## config.mk

```make
export PLATFORM = sky130hd
export DESIGN_NAME = hsv_to_grb_pixel_convert
export DESIGN_NICKNAME = d
export VERILOG_FILES = /design/src/sv/hgpc_pkg.sv /design/src/sv/hgpc_front.sv /design/src/sv/hgpc_ramp.sv /design/src/sv/hsv_to_grb_pixel_convert.sv
export SDC_FILE = /design/constraint.sdc
export NUM_CORES = 1
export LEC_CHECK = 0
export ABC_AREA = 0
export BUFFER_PORTS_ARGS = -buffer_cell sky130_fd_sc_hd__buf_2
export CAP_MARGIN = 30
export CORE_ASPECT_RATIO = 1.4
export CORE_UTILIZATION = 55
export CTS_CLUSTER_SIZE = 28
export DETAILED_ROUTE_END_ITERATION = 6
export PLACE_DENSITY = 0.86
export SLEW_MARGIN = 20
export SYNTH_ARGS = -nofsm -noshare
export SYNTH_HDL_FRONTEND = slang
export SYNTH_SLANG_ARGS = --single-unit
export TNS_END_PERCENT = 30
```

## constraint.sdc

```tcl
create_clock -name i_clk -period 4.7 [get_ports i_clk]
set_input_delay 0.47 -clock i_clk [delete_from_list [all_inputs] [get_ports i_clk]]
set_output_delay 0.47 -clock i_clk [all_outputs]
set_load 0.005 [all_outputs]
```

## src/sv/hgpc_pkg.sv

```systemverilog
// Shared constants and stage payload types for the HSV to GRB pixel converter.
// No dependencies; every module of the block imports this package.
package hgpc_pkg;

    // Hue scale and sector geometry.
    localparam logic [7:0] HUE_TOP      = 8'd179;
    localparam int         SECTOR       = 30;
    localparam int         SECTOR_COUNT = 6;

    // Reciprocal of the sector width, scaled by two to the RECIP_SHIFT.
    localparam int          RECIP_SHIFT = 20;
    localparam logic [15:0] RECIP30     = 16'd34953;

    // Payload after the front stages: sector, offset in sector, value, minimum.
    typedef struct packed {
        logic [2:0] sector;
        logic [4:0] offset;
        logic [7:0] value;
        logic [7:0] lo;
    } t_front;

    // Payload after the ramp stages.
    typedef struct packed {
        logic [2:0] sector;
        logic [7:0] value;
        logic [7:0] lo;
        logic [7:0] ramp;
    } t_ramp;

endpackage

```

## src/sv/hgpc_front.sv

```systemverilog
// Front two pipeline stages: hue clamp, sector split, and the channel minimum.
// Depends on hgpc_pkg for the payload type and hue constants.
module hgpc_front
    import hgpc_pkg::*;
(
    input  logic        i_clk,
    input  logic        i_rst_n,
    input  logic        i_valid,
    output logic        o_ready,
    input  logic [7:0]  i_hue,
    input  logic [7:0]  i_saturation,
    input  logic [7:0]  i_brightness,
    output logic        o_valid,
    input  logic        i_ready,
    output t_front      o_data
);

    logic        r_a_valid;
    logic [2:0]  r_a_sector;
    logic [4:0]  r_a_offset;
    logic [7:0]  r_a_value;
    logic [15:0] r_a_prod;
    logic        r_b_valid;
    t_front      r_b_data;

    logic        a_ready;
    logic        b_ready;
    logic [7:0]  hue_sat;
    logic [7:0]  hue_base;
    logic [2:0]  n_sector;
    logic [15:0] lo_sum;

    assign b_ready = !r_b_valid || i_ready;
    assign a_ready = !r_a_valid || b_ready;
    assign o_ready = a_ready;

    // Saturate the hue to the last sector, then find its sector by compares.
    always_comb begin
        hue_sat = (i_hue > HUE_TOP) ? HUE_TOP : i_hue;
        if (hue_sat >= 8'(5 * SECTOR)) begin
            n_sector = 3'd5;
            hue_base = 8'(5 * SECTOR);
        end else if (hue_sat >= 8'(4 * SECTOR)) begin
            n_sector = 3'd4;
            hue_base = 8'(4 * SECTOR);
        end else if (hue_sat >= 8'(3 * SECTOR)) begin
            n_sector = 3'd3;
            hue_base = 8'(3 * SECTOR);
        end else if (hue_sat >= 8'(2 * SECTOR)) begin
            n_sector = 3'd2;
            hue_base = 8'(2 * SECTOR);
        end else if (hue_sat >= 8'(SECTOR)) begin
            n_sector = 3'd1;
            hue_base = 8'(SECTOR);
        end else begin
            n_sector = 3'd0;
            hue_base = 8'd0;
        end
    end

    // The product divided by 255, exact for every product of two 8-bit values.
    assign lo_sum = r_a_prod + {8'd0, r_a_prod[15:8]} + 16'd1;

    // Stage A: sector split and (255 - saturation) * value.
    always_ff @(posedge i_clk) begin
        if (!i_rst_n) begin
            r_a_valid <= 1'b0;
        end else if (a_ready) begin
            r_a_valid <= i_valid;
        end
        if (a_ready && i_valid) begin
            r_a_sector <= n_sector;
            r_a_offset <= 5'(hue_sat - hue_base);
            r_a_value  <= i_brightness;
            r_a_prod   <= {8'd0, ~i_saturation} * {8'd0, i_brightness};
        end
    end

    // Stage B: the minimum channel level.
    always_ff @(posedge i_clk) begin
        if (!i_rst_n) begin
            r_b_valid <= 1'b0;
        end else if (b_ready) begin
            r_b_valid <= r_a_valid;
        end
        if (b_ready && r_a_valid) begin
            r_b_data.sector <= r_a_sector;
            r_b_data.offset <= r_a_offset;
            r_b_data.value  <= r_a_value;
            r_b_data.lo     <= lo_sum[15:8];
        end
    end

    assign o_valid = r_b_valid;
    assign o_data  = r_b_data;

endmodule

```

## src/sv/hgpc_ramp.sv

```systemverilog
// Ramp pipeline stages: (value - minimum) * offset, then division by the sector width.
// Depends on hgpc_pkg for payload types and the reciprocal constant.
module hgpc_ramp
    import hgpc_pkg::*;
(
    input  logic   i_clk,
    input  logic   i_rst_n,
    input  logic   i_valid,
    output logic   o_ready,
    input  t_front i_data,
    output logic   o_valid,
    input  logic   i_ready,
    output t_ramp  o_data
);

    logic        r_c_valid;
    logic [2:0]  r_c_sector;
    logic [7:0]  r_c_value;
    logic [7:0]  r_c_lo;
    logic [12:0] r_c_prod;
    logic        r_d_valid;
    t_ramp       r_d_data;

    logic        c_ready;
    logic        d_ready;
    logic [7:0]  span;
    logic [27:0] scaled;

    assign d_ready = !r_d_valid || i_ready;
    assign c_ready = !r_c_valid || d_ready;
    assign o_ready = c_ready;

    // The span never goes negative since the minimum is at most the value.
    assign span   = i_data.value - i_data.lo;
    // Product stays below 7400, so the scaled reciprocal fits 28 bits exactly.
    assign scaled = 28'({15'd0, r_c_prod} * {12'd0, RECIP30});

    // Stage C: span times offset within the sector.
    always_ff @(posedge i_clk) begin
        if (!i_rst_n) begin
            r_c_valid <= 1'b0;
        end else if (c_ready) begin
            r_c_valid <= i_valid;
        end
        if (c_ready && i_valid) begin
            r_c_sector <= i_data.sector;
            r_c_value  <= i_data.value;
            r_c_lo     <= i_data.lo;
            r_c_prod   <= {5'd0, span} * {8'd0, i_data.offset};
        end
    end

    // Stage D: truncating division by the sector width.
    always_ff @(posedge i_clk) begin
        if (!i_rst_n) begin
            r_d_valid <= 1'b0;
        end else if (d_ready) begin
            r_d_valid <= r_c_valid;
        end
        if (d_ready && r_c_valid) begin
            r_d_data.sector <= r_c_sector;
            r_d_data.value  <= r_c_value;
            r_d_data.lo     <= r_c_lo;
            r_d_data.ramp   <= scaled[RECIP_SHIFT +: 8];
        end
    end

    assign o_valid = r_d_valid;
    assign o_data  = r_d_data;

endmodule

```

## src/sv/hsv_to_grb_pixel_convert.sv

```systemverilog
// Top level of the HSV to GRB pixel converter: front, ramp and channel select.
// Depends on hgpc_pkg, hgpc_front and hgpc_ramp.
//
// Usage:
//   The slave channel takes one HSV pixel per word: hue (0..179, larger hue
//   is treated as 179), saturation and brightness, eight bits each. The
//   master channel gives one word per pixel with the channels in LED strip
//   order: green, red, blue.
//   Throughput is one pixel per clock while the master side takes words;
//   the five register stages (sector split and minimum product, divide by
//   255, ramp product, divide by 30, channel select) each take a new word
//   every cycle unless held by a stall.
//   Every stage carries its own valid bit and advances whenever it is empty
//   or the next stage moves, so bubbles close up and a stall on the master
//   side holds the words in place without loss or repetition; the slave
//   side stops only once all stages are full.
//   Reset clears the valid bits, so no output word is shown after reset.
module hsv_to_grb_pixel_convert
    import hgpc_pkg::*;
(
    input  logic        i_clk,
    input  logic        i_rst_n,
    input  logic        i_s_tvalid,
    output logic        o_s_tready,
    input  logic [23:0] i_s_tdata,   // hue [7:0], saturation [15:8], brightness [23:16]
    output logic        o_m_tvalid,
    input  logic        i_m_tready,
    output logic [23:0] o_m_tdata    // green [7:0], red [15:8], blue [23:16]
);

    logic        front_valid;
    logic        front_ready;
    t_front      front_data;
    logic        ramp_valid;
    logic        ramp_ready;
    t_ramp       ramp_data;

    logic        r_valid;
    logic [7:0]  r_green;
    logic [7:0]  r_red;
    logic [7:0]  r_blue;
    logic [7:0]  n_green;
    logic [7:0]  n_red;
    logic [7:0]  n_blue;
    logic [7:0]  rise;
    logic [7:0]  fall;

    hgpc_front u_front (
        .i_clk        (i_clk),
        .i_rst_n      (i_rst_n),
        .i_valid      (i_s_tvalid),
        .o_ready      (o_s_tready),
        .i_hue        (i_s_tdata[7:0]),
        .i_saturation (i_s_tdata[15:8]),
        .i_brightness (i_s_tdata[23:16]),
        .o_valid      (front_valid),
        .i_ready      (front_ready),
        .o_data       (front_data)
    );

    hgpc_ramp u_ramp (
        .i_clk   (i_clk),
        .i_rst_n (i_rst_n),
        .i_valid (front_valid),
        .o_ready (front_ready),
        .i_data  (front_data),
        .o_valid (ramp_valid),
        .i_ready (ramp_ready),
        .o_data  (ramp_data)
    );

    assign ramp_ready = !r_valid || i_m_tready;

    // Rising and falling channel levels within the sector.
    assign rise = ramp_data.lo + ramp_data.ramp;
    assign fall = ramp_data.value - ramp_data.ramp;

    // Pick each channel by sector.
    always_comb begin
        unique case (ramp_data.sector)
            3'd0: begin
                n_red = ramp_data.value; n_green = rise;            n_blue = ramp_data.lo;
            end
            3'd1: begin
                n_red = fall;            n_green = ramp_data.value; n_blue = ramp_data.lo;
            end
            3'd2: begin
                n_red = ramp_data.lo;    n_green = ramp_data.value; n_blue = rise;
            end
            3'd3: begin
                n_red = ramp_data.lo;    n_green = fall;            n_blue = ramp_data.value;
            end
            3'd4: begin
                n_red = rise;            n_green = ramp_data.lo;    n_blue = ramp_data.value;
            end
            default: begin
                n_red = ramp_data.value; n_green = ramp_data.lo;    n_blue = fall;
            end
        endcase
    end

    // Output register stage.
    always_ff @(posedge i_clk) begin
        if (!i_rst_n) begin
            r_valid <= 1'b0;
        end else if (ramp_ready) begin
            r_valid <= ramp_valid;
        end
        if (ramp_ready && ramp_valid) begin
            r_green <= n_green;
            r_red   <= n_red;
            r_blue  <= n_blue;
        end
    end

    assign o_m_tvalid = r_valid;
    assign o_m_tdata  = {r_blue, r_red, r_green};

endmodule
```

==> reports/metrics.cfg <==
[run_status]
status=finished with violations
failed_checks=negative setup slack

[worst_hold_path]
hp-class=input port to flop
holdPathStages=2

[sta]
post-route-period-util_pct=100.2
worst_slack_ns=-0.01110
tightest_slew_ns=0.8165
fmax_mhz=212.3
setup-violations-final=2
fin_skew_ns=0.007262
post-route-min-period_ns=4.711
slew_violations=0
hold_violations=0
relSlewSlack_pct=45.57
rsz0062_at_grt=yes

[drt]
via_per_inst=5.646
route.vias.total=7955
postRouteAntennaNets=0
drt_pass1_iterations=5
wl_um=22750
dr.first_iter.drc_count=480
drc=0
wl_per_cell_um=16.15

[setup_path]
crit_end=u_ramp.r_c_prod[12]$_DFFE_PP_
endpoint_kind=flop
crit_chain=inv_2 -> ha_4 -> inv_4 -> fa_2 -> nand2_2 -> nand2_2 -> a21oi_4 -> o21ai_0 -> a21oi_1 -> xnor2_2 -> and2_1 -> fa_1 -> fa_1 -> ha_1 -> ha_4 -> a21oi_1 -> o21ai_2 -> nor4_2 -> nor3_2
worstReg2RegStart=u_front.o_data[8]$_DFFE_PP_
cp.buffers_inverters=2
setup.worst_path.start_class=flop
rrSetupSlack_ns=-0.01
ff2ff_path_depth=19
cp.required_ns=4.87
slowest_stage=fa_1
r2r_end=u_ramp.r_c_prod[12]$_DFFE_PP_
cp_top_family=adder cells
critical_path_peak_fanout=5
crit_type=flop to flop
cp_slowest_stage_delay_ns=0.46
startpoint=u_front.o_data[8]$_DFFE_PP_
cp.depth=19
cp.arrival_ns=4.88

[global_routing]
busiest_layer=met2
grt_util_met2_pct=41.53
grt_use_total_pct=21.16
met1_usage_pct=21.35
grt_pass1_vias=8175
grt_max_degree=40
grt_overflow_total=0
grtUsageMet3_pct=3.519
antenna_found_initial=0
grt_pass1_wl_um=36580

[final_layout]
drive_above_1_share_pct=12.92
mostFrequentLayoutCells=inv_1 (154), ha_1 (142), edfxtp_1 (139), fa_1 (71), nor2b_1 (68)
syn_to_final_growth_pct=12.86
layout_commonest_cell=inv_1
antenna_cells=0
final_area_um2=13040
utilization_pct=63.44
final_cells=1409
layout.nets=1389

[placed_design]
dp_slack_ns=-0.2288
hpwlAfterDp_um=17260
port_buffers=53
dpl_cell_area_um2=12170
dp.cells=1367
gp_congestion=0.9185

[floorplanning]
die_h_um=173.5
die_w_um=124.5
core_area_um2=20560
start_util_pct=56.21
die_area_um2=21600
io_pins=54
rows=62

[pwr]
ir_drop_mv=0.3786
leakagePower_nw=5.801
p_per_area_nw_per_um2=680.4
finalPower_w=0.008875

[clock_tree]
clk_pin_slew_ns=0.06
htreeDepth=4
cts_root_buf=clkbuf_16
clock_sinks=144
clk_latency_ns=0.43
clk_path_buf_depth=2
cts_made_buffers=17
tritoncts=yes

[run]
drv_cap=0

[synth]
syn_area_per_cell_um2=10.82
yosys_register_bits=144
syn-num-nets=1317
synth.area.top_cells=edfxtp_1 (36%), ha_1 (16%), fa_1 (12%)
synthCells=1068
netlist.area_leader.share_pct=36.12
ys_warn_count=0
async_reset_ff_share_pct=0
synth_edf_count=139
synth_flop_cell=edfxtp_1
synth_top_cell_by_area=edfxtp_1
ys_types=63
netlist_area_um2=11560
seq_area_frac_synth_pct=36.99

-- cells by family (layout without fill, tap and decap cells) --
family | count (synthesis) | in the layout | synth area share, %
mux | 12 | 12 | 1.061
flops | 144 | 144 | 36.99
buf+inv | 179 | 264 | 5.814
xor+xnor | 54 | 54 | 4.093
simple gates | 267 | 267 | 12.34
compound gates | 191 | 191 | 11.10
fa+ha+maj | 221 | 221 | 28.61
-- Yosys cell counts (15+ instances only) --
cell type and instances:
a21o_1 17, a21oi_1 59, and2_1 30, clkbuf_1 19, edfxtp_1 139, fa_1 72
ha_1 149, inv_1 159, nand2_1 51, nand2b_1 23, nand3_1 17, nor2_1 36
nor2b_1 70, o21ai_0 31, xnor2_1 39, xor2_1 15
-- cell type report --
cell class / count / area, µm²
fillers: 1478 / 7515
multi-input cells: 745 / 6809
flip-flops and latches: 144 / 4274
inverters: 159 / 599.3
repair buffers: 73 / 439.2
clock buffers: 17 / 425.4
well taps: 256 / 320.3
clock inverters: 15 / 175.2
-- flip-flops by register name, indices dropped and copies added (netlist names) --
register and cells:
r_blue 8, u_front.r_a_valid 1, u_front.r_a_value 8, u_front.o_valid 1
u_front.r_a_prod 16, r_green 8, u_ramp.r_c_value 8, u_ramp.o_valid 1
u_front.o_data 24, u_ramp.r_c_valid 1, u_ramp.o_data 27, r_red 8
u_front.r_a_offset 5, u_ramp.r_c_prod 13, u_ramp.r_c_sector 3, o_m_tvalid 1
u_ramp.r_c_lo 8, u_front.r_a_sector 3
-- worst min path at each step --
| stage | from | endpoint | slack, ns |
|---|---|---|---|
| after floorplan | u_front.r_a_value[2]$_DFFE_PP_ | u_front.o_data[10]$_DFFE_PP_ | 0.40 |
| after global placement | u_ramp.r_c_lo[3]$_DFFE_PP_ | u_ramp.o_data[11]$_DFFE_PP_ | 0.40 |
| after detailed placement | u_front.r_a_offset[1]$_DFFE_PP_ | u_front.o_data[17]$_DFFE_PP_ | 0.40 |
| after CTS | i_rst_n | o_m_tvalid$_SDFFE_PN0P_ | 0.28 |
| after global routing | i_rst_n | o_m_tvalid$_SDFFE_PN0P_ | 0.29 |
| final | i_rst_n | o_m_tvalid$_SDFFE_PN0P_ | 0.29 |
-- layer usage --
metal | share of wire (%) | up-vias
met5 | 0 | -
met4 | 3.2 | 0
met3 | 2.9 | 58
met2 | 57 | 207
met1 | 36 | 3855
li1 | - | 3835
-- through the flow --
stage | hold WS [ns] | TNS [ns]
floorplan | 0.4003 | 0
global placement | 0.4008 | 0
detailed placement | 0.4045 | -0.4529
CTS | 0.2807 | 0
global route | 0.2925 | -0.7991
finish | 0.2941 | -0.01602
-- where the power goes --
part / total, W / leakage (nW) / switching [W] / internal, W
clock network: 0.00136 / 0.291 / 0.000563 / 0.000799
registers: 0.00193 / 1.33 / 0.000153 / 0.00178
logic: 0.00558 / 4.18 / 0.00305 / 0.00253
total: 0.00887 / 5.80 / 0.00377 / 0.00511
-- worst reg2reg max path, stage by stage, from the launching register on --
cell and delay, ns:
edfxtp_1 0.41, inv_2 0.11, ha_4 0.14, inv_4 0.04, fa_2 0.44, nand2_2 0.09
nand2_2 0.07, a21oi_4 0.16, o21ai_0 0.09, a21oi_1 0.32, xnor2_2 0.22, and2_1 0.21
fa_1 0.46, fa_1 0.46, ha_1 0.34, ha_4 0.28, a21oi_1 0.23, o21ai_2 0.11
nor4_2 0.21, nor3_2 0.07
-- repair_timing --
| item | in CTS | in global routing |
|---|---|---|
| endpoints found under the setup margin | 3 | 5 |
| gates resized for setup | 7 | 29 |
| hold buffers | 0 | 0 |
| setup buffers | 1 | 7 |
| pin swaps | 1 | 21 |
No activity file was read; power rests on OpenSTA's default activity.
